--- src/sv/rfes_pkg.sv ---
// rfes_pkg: shared constants for the rf envelope statistics block
// field widths, register map and fixed-point scaling; no dependencies
package rfes_pkg;

    localparam int MAG_W      = 16;   // sample magnitude, unsigned q1.15
    localparam int SQ_W       = 32;   // squared magnitude, q2.30
    localparam int FRAC_W     = 16;   // fraction results, q1.15
    localparam int FRAC_SHIFT = 15;   // one in q1.15 is 1 << 15
    localparam int OUT_DATA_W = 80;   // abs_mean, square_mean, two fractions

    localparam int APB_DATA_W = 32;
    localparam int APB_ADDR_W = 3;
    localparam int REG_IDX_W  = 1;

    localparam logic [REG_IDX_W-1:0] REG_THRESHOLD   = 1'b0;
    localparam logic [MAG_W-1:0]     THRESHOLD_RESET = 16'd7327;

endpackage

--- src/sv/rf_envelope_statistics.sv ---
// rf_envelope_statistics: top level, per-pulse statistics of an rf envelope stream
// instantiates rfes_front, rfes_queue, rfes_divider; uses rfes_pkg
//
// channel   | dir | handshake                 | payload
// ----------+-----+---------------------------+-------------------------------------------
// sample in | in  | s_tvalid / s_tready       | s_tdata[15:0] magnitude, s_tlast end of pulse
// result    | out | m_tvalid / m_tready       | m_tdata abs/square mean, fractions; m_tuser
// config    | in  | psel, penable, pwrite     | paddr, pwdata, prdata (threshold at 0x0)
//
// samples are taken one per cycle while s_tready is high; the front end accumulates and
// hands a record per pulse to a two-entry queue. the back end divides four values by the
// sample count at one quotient bit per cycle, in 32 + clog2(MAX_SAMPLES) steps between a
// load and a finish per pulse. s_tready drops only while both queue entries are taken.
// a finished result waits in an output register while the next pulse divides.
// reset clears all accumulators and loads the threshold with 7327 (0.2236 in q1.15).
module rf_envelope_statistics
    import rfes_pkg::*;
#(
    parameter int MAX_SAMPLES = 4096
)
(
    input  logic                  clk,
    input  logic                  rst_n,
    // sample stream
    input  logic                  s_tvalid,
    output logic                  s_tready,
    input  logic [MAG_W-1:0]      s_tdata,   // [15:0] sample_magnitude
    input  logic                  s_tlast,   // last_sample
    // result stream
    output logic                  m_tvalid,
    input  logic                  m_tready,
    // [15:0] abs_mean, [47:16] square_mean, [63:48] duty_fraction,
    // [79:64] longest_run_fraction
    output logic [OUT_DATA_W-1:0] m_tdata,
    output logic                  m_tuser,   // [0] overflow
    // configuration
    input  logic                  psel,
    input  logic                  penable,
    input  logic                  pwrite,
    input  logic [APB_ADDR_W-1:0] paddr,
    input  logic [APB_DATA_W-1:0] pwdata,
    output logic [APB_DATA_W-1:0] prdata,
    output logic                  pready
);

    // counters must hold MAX_SAMPLES itself
    localparam int LOG_MAX = $clog2(MAX_SAMPLES);
    localparam int CNT_W   = $clog2(MAX_SAMPLES + 1);
    localparam int MSUM_W  = MAG_W + LOG_MAX;
    localparam int SSUM_W  = SQ_W + LOG_MAX;
    localparam int REC_W   = MSUM_W + SSUM_W + 3 * CNT_W + 1;

    logic [MAG_W-1:0]     threshold_reg;
    logic [REG_IDX_W-1:0] reg_idx;
    logic                 cfg_write;

    // front to queue
    logic              fr_valid;
    logic              fr_ready;
    logic [MSUM_W-1:0] fr_msum;
    logic [SSUM_W-1:0] fr_ssum;
    logic [CNT_W-1:0]  fr_duty;
    logic [CNT_W-1:0]  fr_longest;
    logic [CNT_W-1:0]  fr_count;
    logic              fr_ovf;
    logic [REC_W-1:0]  fr_rec;

    // queue to divider
    logic              q_valid;
    logic              q_ready;
    logic [REC_W-1:0]  q_rec;

    // config register; pready always high so the access cycle completes at once
    assign pready    = 1'b1;
    assign reg_idx   = paddr[APB_ADDR_W-1 -: REG_IDX_W];
    assign cfg_write = psel && penable && pwrite && pready;

    always_ff @(posedge clk or negedge rst_n)
    begin
        if (!rst_n)
            threshold_reg <= THRESHOLD_RESET;
        else if (cfg_write && reg_idx == REG_THRESHOLD)
            threshold_reg <= pwdata[MAG_W-1:0];
    end

    always_comb
    begin
        unique case (reg_idx)
            REG_THRESHOLD: prdata = APB_DATA_W'(threshold_reg);
            default:       prdata = '0;
        endcase
    end

    rfes_front #(
        .MAX_SAMPLES (MAX_SAMPLES),
        .CNT_W       (CNT_W),
        .MSUM_W      (MSUM_W),
        .SSUM_W      (SSUM_W)
    ) u_front (
        .clk         (clk),
        .rst_n       (rst_n),
        .threshold   (threshold_reg),
        .smp_valid   (s_tvalid),
        .smp_ready   (s_tready),
        .smp_mag     (s_tdata),
        .smp_last    (s_tlast),
        .rec_valid   (fr_valid),
        .rec_ready   (fr_ready),
        .rec_msum    (fr_msum),
        .rec_ssum    (fr_ssum),
        .rec_duty    (fr_duty),
        .rec_longest (fr_longest),
        .rec_count   (fr_count),
        .rec_ovf     (fr_ovf)
    );

    assign fr_rec = {fr_ovf, fr_count, fr_longest, fr_duty, fr_ssum, fr_msum};

    rfes_queue #(
        .W (REC_W)
    ) u_queue (
        .clk      (clk),
        .rst_n    (rst_n),
        .wr_valid (fr_valid),
        .wr_ready (fr_ready),
        .wr_data  (fr_rec),
        .rd_valid (q_valid),
        .rd_ready (q_ready),
        .rd_data  (q_rec)
    );

    rfes_divider #(
        .CNT_W  (CNT_W),
        .MSUM_W (MSUM_W),
        .SSUM_W (SSUM_W)
    ) u_divider (
        .clk         (clk),
        .rst_n       (rst_n),
        .rec_valid   (q_valid),
        .rec_ready   (q_ready),
        .rec_msum    (q_rec[MSUM_W-1:0]),
        .rec_ssum    (q_rec[MSUM_W +: SSUM_W]),
        .rec_duty    (q_rec[MSUM_W+SSUM_W +: CNT_W]),
        .rec_longest (q_rec[MSUM_W+SSUM_W+CNT_W +: CNT_W]),
        .rec_count   (q_rec[MSUM_W+SSUM_W+2*CNT_W +: CNT_W]),
        .rec_ovf     (q_rec[REC_W-1]),
        .res_valid   (m_tvalid),
        .res_ready   (m_tready),
        .res_data    (m_tdata),
        .res_ovf     (m_tuser)
    );

endmodule

--- src/sv/rfes_front.sv ---
// rfes_front: per-pulse accumulators fed by the sample stream
// emits one pulse record on the last sample; uses rfes_pkg
module rfes_front
    import rfes_pkg::*;
#(
    parameter int MAX_SAMPLES = 4096,
    parameter int CNT_W       = 13,
    parameter int MSUM_W      = 28,
    parameter int SSUM_W      = 44
)
(
    input  logic              clk,
    input  logic              rst_n,
    input  logic [MAG_W-1:0]  threshold,
    input  logic              smp_valid,
    output logic              smp_ready,
    input  logic [MAG_W-1:0]  smp_mag,
    input  logic              smp_last,
    output logic              rec_valid,
    input  logic              rec_ready,
    output logic [MSUM_W-1:0] rec_msum,
    output logic [SSUM_W-1:0] rec_ssum,
    output logic [CNT_W-1:0]  rec_duty,
    output logic [CNT_W-1:0]  rec_longest,
    output logic [CNT_W-1:0]  rec_count,
    output logic              rec_ovf
);

    logic [CNT_W-1:0]  cnt_reg, cnt_next;
    logic [MSUM_W-1:0] msum_reg, msum_next;
    logic [SSUM_W-1:0] ssum_reg, ssum_next;
    logic [CNT_W-1:0]  above_reg, above_next;
    logic [CNT_W-1:0]  run_reg, run_next;
    logic [CNT_W-1:0]  lrun_reg, lrun_next;
    logic              ovf_reg, ovf_next;
    logic [SQ_W-1:0]   sq;
    logic              full;
    logic [CNT_W-1:0]  longest;
    logic              accept;

    assign sq        = SQ_W'(smp_mag) * SQ_W'(smp_mag);
    assign full      = (cnt_reg == CNT_W'(MAX_SAMPLES));
    assign smp_ready = rec_ready;
    assign accept    = smp_valid && smp_ready;

    always_comb
    begin
        cnt_next   = cnt_reg;
        msum_next  = msum_reg;
        ssum_next  = ssum_reg;
        above_next = above_reg;
        run_next   = run_reg;
        lrun_next  = lrun_reg;
        ovf_next   = ovf_reg;
        if (!full)
        begin
            cnt_next  = cnt_reg + 1'b1;
            msum_next = msum_reg + MSUM_W'(smp_mag);
            ssum_next = ssum_reg + SSUM_W'(sq);
            if (smp_mag > threshold)
            begin
                above_next = above_reg + 1'b1;
                run_next   = run_reg + 1'b1;
            end
            else
            begin
                if (run_reg > lrun_reg)
                    lrun_next = run_reg;
                run_next = '0;
            end
        end
        else
        begin
            ovf_next = 1'b1;
        end
    end

    // the open run counts toward the longest one at pulse end
    assign longest     = (run_next > lrun_next) ? run_next : lrun_next;
    assign rec_duty    = (above_next < longest) ? longest : above_next;
    assign rec_longest = longest;
    assign rec_msum    = msum_next;
    assign rec_ssum    = ssum_next;
    assign rec_count   = cnt_next;
    assign rec_ovf     = ovf_next;
    assign rec_valid   = smp_valid && smp_last;

    always_ff @(posedge clk or negedge rst_n)
    begin
        if (!rst_n)
        begin
            cnt_reg   <= '0;
            msum_reg  <= '0;
            ssum_reg  <= '0;
            above_reg <= '0;
            run_reg   <= '0;
            lrun_reg  <= '0;
            ovf_reg   <= 1'b0;
        end
        else if (accept)
        begin
            if (smp_last)
            begin
                cnt_reg   <= '0;
                msum_reg  <= '0;
                ssum_reg  <= '0;
                above_reg <= '0;
                run_reg   <= '0;
                lrun_reg  <= '0;
                ovf_reg   <= 1'b0;
            end
            else
            begin
                cnt_reg   <= cnt_next;
                msum_reg  <= msum_next;
                ssum_reg  <= ssum_next;
                above_reg <= above_next;
                run_reg   <= run_next;
                lrun_reg  <= lrun_next;
                ovf_reg   <= ovf_next;
            end
        end
    end

    a_cnt_bound: assert property (@(posedge clk) disable iff (!rst_n)
        cnt_reg <= CNT_W'(MAX_SAMPLES))
        else $error("sample count beyond limit");

endmodule

--- src/sv/rfes_queue.sv ---
// rfes_queue: two-entry queue of pulse records between front and divider
// depends on nothing but its width parameter
module rfes_queue #(
    parameter int W = 8
)
(
    input  logic         clk,
    input  logic         rst_n,
    input  logic         wr_valid,
    output logic         wr_ready,
    input  logic [W-1:0] wr_data,
    output logic         rd_valid,
    input  logic         rd_ready,
    output logic [W-1:0] rd_data
);

    logic [W-1:0] entry_reg [2];
    logic         wr_ptr_reg;
    logic         rd_ptr_reg;
    logic [1:0]   count_reg;
    logic         push;
    logic         pop;

    assign wr_ready = (count_reg != 2'd2);
    assign rd_valid = (count_reg != 2'd0);
    assign rd_data  = entry_reg[rd_ptr_reg];
    assign push     = wr_valid && wr_ready;
    assign pop      = rd_valid && rd_ready;

    always_ff @(posedge clk)
    begin
        if (push)
            entry_reg[wr_ptr_reg] <= wr_data;
    end

    always_ff @(posedge clk or negedge rst_n)
    begin
        if (!rst_n)
        begin
            wr_ptr_reg <= 1'b0;
            rd_ptr_reg <= 1'b0;
            count_reg  <= 2'd0;
        end
        else
        begin
            if (push)
                wr_ptr_reg <= ~wr_ptr_reg;
            if (pop)
                rd_ptr_reg <= ~rd_ptr_reg;
            if (push && !pop)
                count_reg <= count_reg + 2'd1;
            else if (pop && !push)
                count_reg <= count_reg - 2'd1;
        end
    end

    a_count_bound: assert property (@(posedge clk) disable iff (!rst_n)
        count_reg <= 2'd2)
        else $error("queue count out of range");

    a_ptr_track: assert property (@(posedge clk) disable iff (!rst_n)
        (count_reg == 2'd0 || count_reg == 2'd2) |-> (wr_ptr_reg == rd_ptr_reg))
        else $error("queue pointers disagree with count");

endmodule

--- src/sv/rfes_divider.sv ---
// rfes_divider: four restoring dividers sharing one step counter, plus result register
// one quotient bit per lane per cycle; uses rfes_pkg
module rfes_divider
    import rfes_pkg::*;
#(
    parameter int CNT_W  = 13,
    parameter int MSUM_W = 28,
    parameter int SSUM_W = 44
)
(
    input  logic                  clk,
    input  logic                  rst_n,
    input  logic                  rec_valid,
    output logic                  rec_ready,
    input  logic [MSUM_W-1:0]     rec_msum,
    input  logic [SSUM_W-1:0]     rec_ssum,
    input  logic [CNT_W-1:0]      rec_duty,
    input  logic [CNT_W-1:0]      rec_longest,
    input  logic [CNT_W-1:0]      rec_count,
    input  logic                  rec_ovf,
    output logic                  res_valid,
    input  logic                  res_ready,
    output logic [OUT_DATA_W-1:0] res_data,
    output logic                  res_ovf
);

    localparam int LANES  = 4;
    localparam int DIV_W  = SSUM_W;
    localparam int STEP_W = $clog2(DIV_W + 1);

    logic [DIV_W-1:0]  dvd_reg  [LANES];
    logic [CNT_W-1:0]  rem_reg  [LANES];
    logic [SQ_W-1:0]   quot_reg [LANES];
    logic [DIV_W-1:0]  dvd_load [LANES];
    logic [CNT_W-1:0]  divisor_reg;
    logic              ovf_reg;
    logic              busy_reg;
    logic [STEP_W-1:0] step_reg;
    logic              done;
    logic              out_valid_reg;
    logic [OUT_DATA_W-1:0] out_data_reg;
    logic              out_ovf_reg;
    logic              load;
    logic              finish;

    assign done      = busy_reg && (step_reg == STEP_W'(DIV_W));
    assign finish    = done && (!out_valid_reg || res_ready);
    assign rec_ready = !busy_reg;
    assign load      = rec_valid && rec_ready;

    // fractions are scaled by one in q1.15 before dividing
    assign dvd_load[0] = DIV_W'(rec_msum);
    assign dvd_load[1] = rec_ssum;
    assign dvd_load[2] = DIV_W'({rec_duty, {FRAC_SHIFT{1'b0}}});
    assign dvd_load[3] = DIV_W'({rec_longest, {FRAC_SHIFT{1'b0}}});

    for (genvar i = 0; i < LANES; i++)
    begin : g_lane
        logic [CNT_W:0] trial;
        logic           fits;

        assign trial = {rem_reg[i], dvd_reg[i][DIV_W-1]};
        assign fits  = (trial >= {1'b0, divisor_reg});

        always_ff @(posedge clk)
        begin
            if (load)
            begin
                dvd_reg[i]  <= dvd_load[i];
                rem_reg[i]  <= '0;
                quot_reg[i] <= '0;
            end
            else if (busy_reg && !done)
            begin
                dvd_reg[i]  <= {dvd_reg[i][DIV_W-2:0], 1'b0};
                rem_reg[i]  <= fits ? CNT_W'(trial - {1'b0, divisor_reg}) : CNT_W'(trial);
                quot_reg[i] <= {quot_reg[i][SQ_W-2:0], fits};
            end
        end
    end

    always_ff @(posedge clk)
    begin
        if (load)
        begin
            divisor_reg <= rec_count;
            ovf_reg     <= rec_ovf;
        end
        if (finish)
        begin
            out_data_reg <= {quot_reg[3][FRAC_W-1:0], quot_reg[2][FRAC_W-1:0],
                             quot_reg[1], quot_reg[0][MAG_W-1:0]};
            out_ovf_reg  <= ovf_reg;
        end
    end

    always_ff @(posedge clk or negedge rst_n)
    begin
        if (!rst_n)
        begin
            busy_reg      <= 1'b0;
            step_reg      <= '0;
            out_valid_reg <= 1'b0;
        end
        else
        begin
            if (load)
            begin
                busy_reg <= 1'b1;
                step_reg <= '0;
            end
            else if (finish)
            begin
                busy_reg <= 1'b0;
            end
            else if (busy_reg && !done)
            begin
                step_reg <= step_reg + 1'b1;
            end

            if (finish)
                out_valid_reg <= 1'b1;
            else if (res_ready)
                out_valid_reg <= 1'b0;
        end
    end

    assign res_valid = out_valid_reg;
    assign res_data  = out_data_reg;
    assign res_ovf   = out_ovf_reg;

    a_step_bound: assert property (@(posedge clk) disable iff (!rst_n)
        step_reg <= STEP_W'(DIV_W))
        else $error("divider step beyond dividend width");

    a_rem_below: assert property (@(posedge clk) disable iff (!rst_n)
        (busy_reg && step_reg != '0) |-> (rem_reg[0] < divisor_reg))
        else $error("partial remainder not below divisor");

    a_result_src: assert property (@(posedge clk) disable iff (!rst_n)
        $rose(out_valid_reg) |-> $past(done))
        else $error("result without finished division");

endmodule

--- config.mk ---
export PLATFORM = sky130hd
export DESIGN_NAME = rf_envelope_statistics
export DESIGN_NICKNAME = d
export VERILOG_FILES = /design/src/sv/rfes_pkg.sv /design/src/sv/rf_envelope_statistics.sv /design/src/sv/rfes_front.sv /design/src/sv/rfes_queue.sv /design/src/sv/rfes_divider.sv
export SDC_FILE = /design/constraint.sdc
export NUM_CORES = 2
export LEC_CHECK = 0
export ABC_AREA = 1
export BUFFER_PORTS_ARGS = -buffer_cell sky130_fd_sc_hd__buf_2
export CAP_MARGIN = 30
export CORE_UTILIZATION = 55
export DETAILED_ROUTE_END_ITERATION = 10
export PLACE_DENSITY_LB_ADDON = 0.12
export SLEW_MARGIN = 20
export SYNTH_ARGS = -nofsm -noshare
export SYNTH_HDL_FRONTEND = slang
export SYNTH_HIERARCHICAL = 1
export SYNTH_SLANG_ARGS = --single-unit
--- constraint.sdc ---
create_clock -name clk -period 9.8 [get_ports clk]
set_input_delay 1.47 -clock clk [delete_from_list [all_inputs] [get_ports clk]]
set_output_delay 1.47 -clock clk [all_outputs]
set_load 0.1 [all_outputs]
Word-level counts from Yosys, hierarchy flattened
Memory sizes are Yosys's and may differ from the RTL's.
Cells that the tools add are included.

cells by class
  bitwise gates (word level) = 15
  reductions and logical operators = 24
  equal/unequal tests = 4
  magnitude comparators = 8
  $mul = 1
  add/subtract/negate cells = 12
  muxes and demuxes = 53

operators with widths
  operator                                                          number
  13-bit two-way mux                                                22
  44-bit two-way mux                                                6
  32-bit two-way mux                                                4
  14-bit by 13-bit >= comparator with 1-bit output                  4
  28-bit two-way mux                                                2
  13-bit subtractor                                                 4
  44-bit by 32-bit adder with 44-bit output                         1
  13-bit by 1-bit adder with 13-bit output (second input constant)  3
  16-bit by 16-bit multiplier with 32-bit output                    1
  28-bit by 16-bit adder with 28-bit output                         1
  13-bit greater-than comparator                                    2
  6-bit two-way mux                                                 3
  16-bit greater-than comparator                                    1
  16-bit two-way mux                                                1
  13-bit equality test (second input constant)                      1
  13-bit < comparator                                               1
  1-bit two-way mux                                                 13
  1-bit logical AND                                                 12
  1-bit OR                                                          12
  2-bit nonzero test                                                5
  6-bit by 1-bit adder with 6-bit output (second input constant)    1
  6-bit equality test (second input constant)                       1
  1-bit logical NOT                                                 5
  2-bit two-way mux                                                 2
  6 further kinds                                                   9

storage, ports and cells
  memories = 4
  input bits = 59
  word-level logic and storage cells = 139
  flip-flop bits (word level) = 248
  bits in writable memories = 580

memories
  name                words  bits a word  read ports  clocked after memory_dff  write ports  line                source
  u_queue.entry_reg   2      112          1           0                         1            rfes_queue.sv:17    logic [W-1:0] entry_reg [2];
  u_divider.dvd_reg   4      44           4           0                         4            rfes_divider.sv:31  logic [DIV_W-1:0] dvd_reg [LANES];
  u_divider.quot_reg  4      32           4           0                         4            rfes_divider.sv:33  logic [SQ_W-1:0] quot_reg [LANES];
  u_divider.rem_reg   4      13           4           0                         4            rfes_divider.sv:32  logic [CNT_W-1:0] rem_reg [LANES];

Logic depth before layout (Yosys ltp)
  depth after elaboration = 8
  depth in mapped cells = 43

Hierarchy
Netlist, hierarchy kept.

by module, submodules not included
  module                  instances  area each (sq um)  cells each  sequential area each (sq um)
  rfes_front              1          18497.7            2521        3128.0
  rfes_divider            1          17902.2            1816        11400.9
  rfes_queue              1          8394.3             614         6826.5
  rf_envelope_statistics  1          949.7              125         411.6

Least setup slack after synthesis
Ideal clock, no wire load.

  path kind = input -> register
  start = input port m_tready
  end = register u_divider.busy_reg
  data arrival time = 7.628 ns
  path buffers = 0
  library setup time = 0.125 ns
  cell stages on the path = 4
  path slack = 2.047 ns
  cells stage by stage = nor2_1 nor3_1 o21bai_1 inv_1

on the way
  longest elaborated chain between the ends = 3

RTL lines
  element                       line                          source
  start: declaration            rf_envelope_statistics.sv:31  input logic m_tready,
  1-bit logical OR              rfes_divider.sv:47            assign finish = done && (!out_valid_reg || res_ready);
  1-bit logical AND             rfes_divider.sv:47
  net u_divider.finish          rfes_divider.sv:44            logic finish;
  2-bit nonzero test (no line)  n/a
  end signal: assignment        rfes_divider.sv:101           busy_reg <= 1'b0;
  end signal: assignment        rfes_divider.sv:109           busy_reg <= 1'b1;
  end signal: assignment        rfes_divider.sv:114           busy_reg <= 1'b0;
  end: declaration              rfes_divider.sv:37            logic busy_reg;

The timed path passes the listed nets, and every way through them passes these cells.
A chain may end at the register's enable or synchronous reset.

Worst setup path in the final report
  start = input port s_tdata[14]
  end = memory u_queue/entry_reg[0][62] (netlist bit), data pin

on the way
  longest elaborated chain between the ends = 3

RTL lines
  element                                         line                          source
  start: declaration                              rf_envelope_statistics.sv:27  input logic [MAG_W-1:0] s_tdata,
  16-bit by 16-bit multiplier with 32-bit output  rfes_front.sv:41              assign sq = SQ_W'(smp_mag) * SQ_W'(smp_mag);
  44-bit by 32-bit adder with 44-bit output       rfes_front.sv:59              ssum_next = ssum_reg + SSUM_W'(sq);
  44-bit two-way mux                              rfes_front.sv:55              if (!full)
  net fr_ssum[34]                                 rf_envelope_statistics.sv:61  logic [SSUM_W-1:0] fr_ssum;
  end: declaration                                rfes_queue.sv:17

The timed path passes the listed nets, and every way through them passes these cells.

==> metrics.txt <==
R2R cell count 29; Hold Crit Endpoint u_divider/res_data[63]; area share of the largest cell type after synthesis around 39%; Simple-Gate Fraction of Synth Area just over 20%; number of max-cap violations 0; setup_tns 0 ns; Synth Instances ~5100; final setup vio count 0; Post-CTS Setup Repair Bufs 0; clock skew between 0.04 and 0.05 ns; worst hold stages 0; GP Congestion between 0.9 and 1; nets 5664; grt total ovfl 0; Die X slightly below 300 µm; count leader, synth nand2_1; total number of yosys warnings 6; CP Max Fanout 21; status complete, no violations; via count of the first global-routing pass around 32000; final core occ slightly above 60%; XOR/XNOR Fraction of Synth Area approximately 1.8%; Longest Clk Path Bufs 3; adder-cell share of the synthesized area around 15%; largest net degree at the start of global routing 177; library cells used by synthesis between 60 and 70; Vias per Instance between 5 and 6; CTS Hold Buffers Added 0; worst r2r dst u_queue/entry_reg[0][84]; Final Hold Viols 0; reg2reg start u_front/cnt_reg[0]; I/O Pins between 150 and 200; area post-placement between 40000 and 50000 µm²; flop2flop setup slack ~3.6 ns; asr flop ratio synth roughly 20%; design area about 50000 µm²; core area slightly above 80000 µm²; Antenna Nets Post-Route 0; ant diodes 0; Final min period roughly 7.4 ns; final WL a little under 100000 µm; Pre-antenna DRT Iters 5; First DRT Iteration DRCs approximately 2200; post-CTS resize count 0; main combinational cell family by area after synthesis simple AND/OR/NAND/NOR gates; Num CTS Buffers 82; CTS Sinks 750; number of port buffers 139; Worst EP required between 10 and 15 ns; RSZ-0062 raised after global routing false; Site Rows roughly 110; CP startpoint kind primary input; Area Growth Syn to Fin 9.25%; fill count a little over 7000; clk root buf clkbuf_16; Synth Register Bits 750; post-synthesis mux area share 0.0246%; Syn Area/Cell between 9 and 10 µm²; CTS tree done; share of layout cells above drive strength 1 a little under 8%; ys flop type edfxtp_1; Worst Hold Class flop to flop; Final Cycle Share 75.3%; max-slew violation count 0; Die Y ~290 µm; DR DRC count 0; via count about 32000; Worst setup EP type flop; Seq/Total Area, Yosys around 48%; max FFs per register 224; Worst-path clk slew approximately 0.060 ns; area of the multi-input gates 19500 µm²; initial antenna violation count 0; Post-synth top cells nand2_1, inv_1, edfxtp_1; Worst Path Arrival 7.73 ns; Hold Startpoint u_divider/quot_reg[1][15]; Yosys top cell by area edfxtp_1; htree depth 3; f_max ~140 MHz; die footprint approximately 84000 µm²; first-pass GRT wire length 161000 µm; Synth area leaders edfxtp_1, nand2_1, fa_1; DP Wirelength 65300 µm; Clk Latency, worst-skew pair roughly 0.66 ns; EDFF count, synth 597; relative slew slack 32.0%; Worst-Margin Slew roughly 1.0 ns; routed wire length per instance between 15 and 20 µm; hold_ws 0.421 ns; synthesized area between 40000 and 50000 µm²; FF+latch area about 22000 µm²; WS Path Type primary input to flop; total track usage approximately a quarter; Initial Utilization roughly 56%; Synth Area in Compound Gates 5.18%
## worst max-delay path by stage
stage / from / to / slack, ns / cells past startpoint
floorplan: m_tready / u_divider/busy_reg / 2.05 / 4
global placement: s_tdata[14] / u_queue/entry_reg[0][62] / 1.88 / 25
detailed placement: s_tdata[14] / u_queue/entry_reg[1][70] / 1.83 / 23
CTS: s_tdata[14] / u_queue/entry_reg[0][62] / 2.49 / 25
global route: s_tdata[14] / u_queue/entry_reg[0][70] / 2.08 / 25
finish: s_tdata[14] / u_queue/entry_reg[0][62] / 2.42 / 25
## through the flow
| step | setup slack (ns) | cells |
|---|---|---|
| final | 2.42 | 6304 |
| after global routing | 2.08 | 6304 |
| after CTS | 2.49 | 6303 |
| after detailed placement | 1.83 | 6150 |
| after global placement | 1.88 | 6150 |
| after floorplan | 2.05 | 5091 |
## routing by layer
layer	vias to the layer above	global-route usage (%)	share of wire [%]
met5	-	0	0
met4	0	6.23	1.9
met3	121	3.08	4.8
met2	616	40.1	48
met1	15400	32.1	46
li1	16100	-	-
## layout by cell type (no fill, tap or decap), types with 10 or more instances in the layout
master,netlist,final
nand2_1,1539,1537
inv_1,931,929
edfxtp_1,597,597
nor2_1,377,374
ha_1,241,241
fa_1,199,199
nand3_1,176,176
o21ai_0,144,144
dfrtp_1,144,143
buf_2,57,138
a21oi_1,98,98
clkbuf_16,0,82
xor2_1,64,64
o22ai_1,44,44
nand4_1,39,39
nor3_1,37,35
xnor2_1,30,30
o21ai_1,26,26
buf_4,26,22
clkinv_2,0,18
conb_1,2,17
inv_2,17,16
clkbuf_1,67,16
o21bai_1,16,16
o21ai_2,14,14
o21a_1,14,14
a21o_1,13,13
clkinv_1,3,12
or2_2,12,12
nand2_2,11,11
and2_1,11,11
nand3_2,10,10
## critical path, stage by stage
cell       delay, ns
buf_2           0.50
nand2_1         0.20
fa_1            0.57
inv_1           0.05
fa_1            0.54
inv_1           0.06
fa_1            0.52
inv_1           0.05
fa_1            0.50
fa_1            0.54
inv_1           0.05
fa_1            0.54
inv_1           0.04
ha_1            0.36
nand2_1         0.12
nor2_1          0.18
nand2_1         0.07
inv_1           0.09
nand4_1         0.14
o2111ai_1       0.32
a21oi_1         0.23
o21bai_2        0.34
nand2_1         0.09
nand2_1         0.09
nand2_1         0.07
## kinds of logic (layout without fill, tap and decap cells)
kind of cell,count (synthesis),count (layout)
simple gates,2255,2255
buf+inv,1128,1271
flops,750,750
fa+ha+maj,440,440
compound gates,406,406
xor+xnor,94,94
other cells,2,17
mux,1,1
## final cells by class
type / instances / share of cell area (%)
clock buffer: 101 / 4.31
clock inverter: 52 / 1.33
inverter: 955 / 7.20
multi-input combinational: 3213 / 39.1
sequential: 750 / 43.6
tap: 1070 / 2.68
timing repair buffer: 163 / 1.82
Power is left out: the tool's default activity adds up to more than one toggle a clock period on the data nets, which glitch-free logic cannot reach.
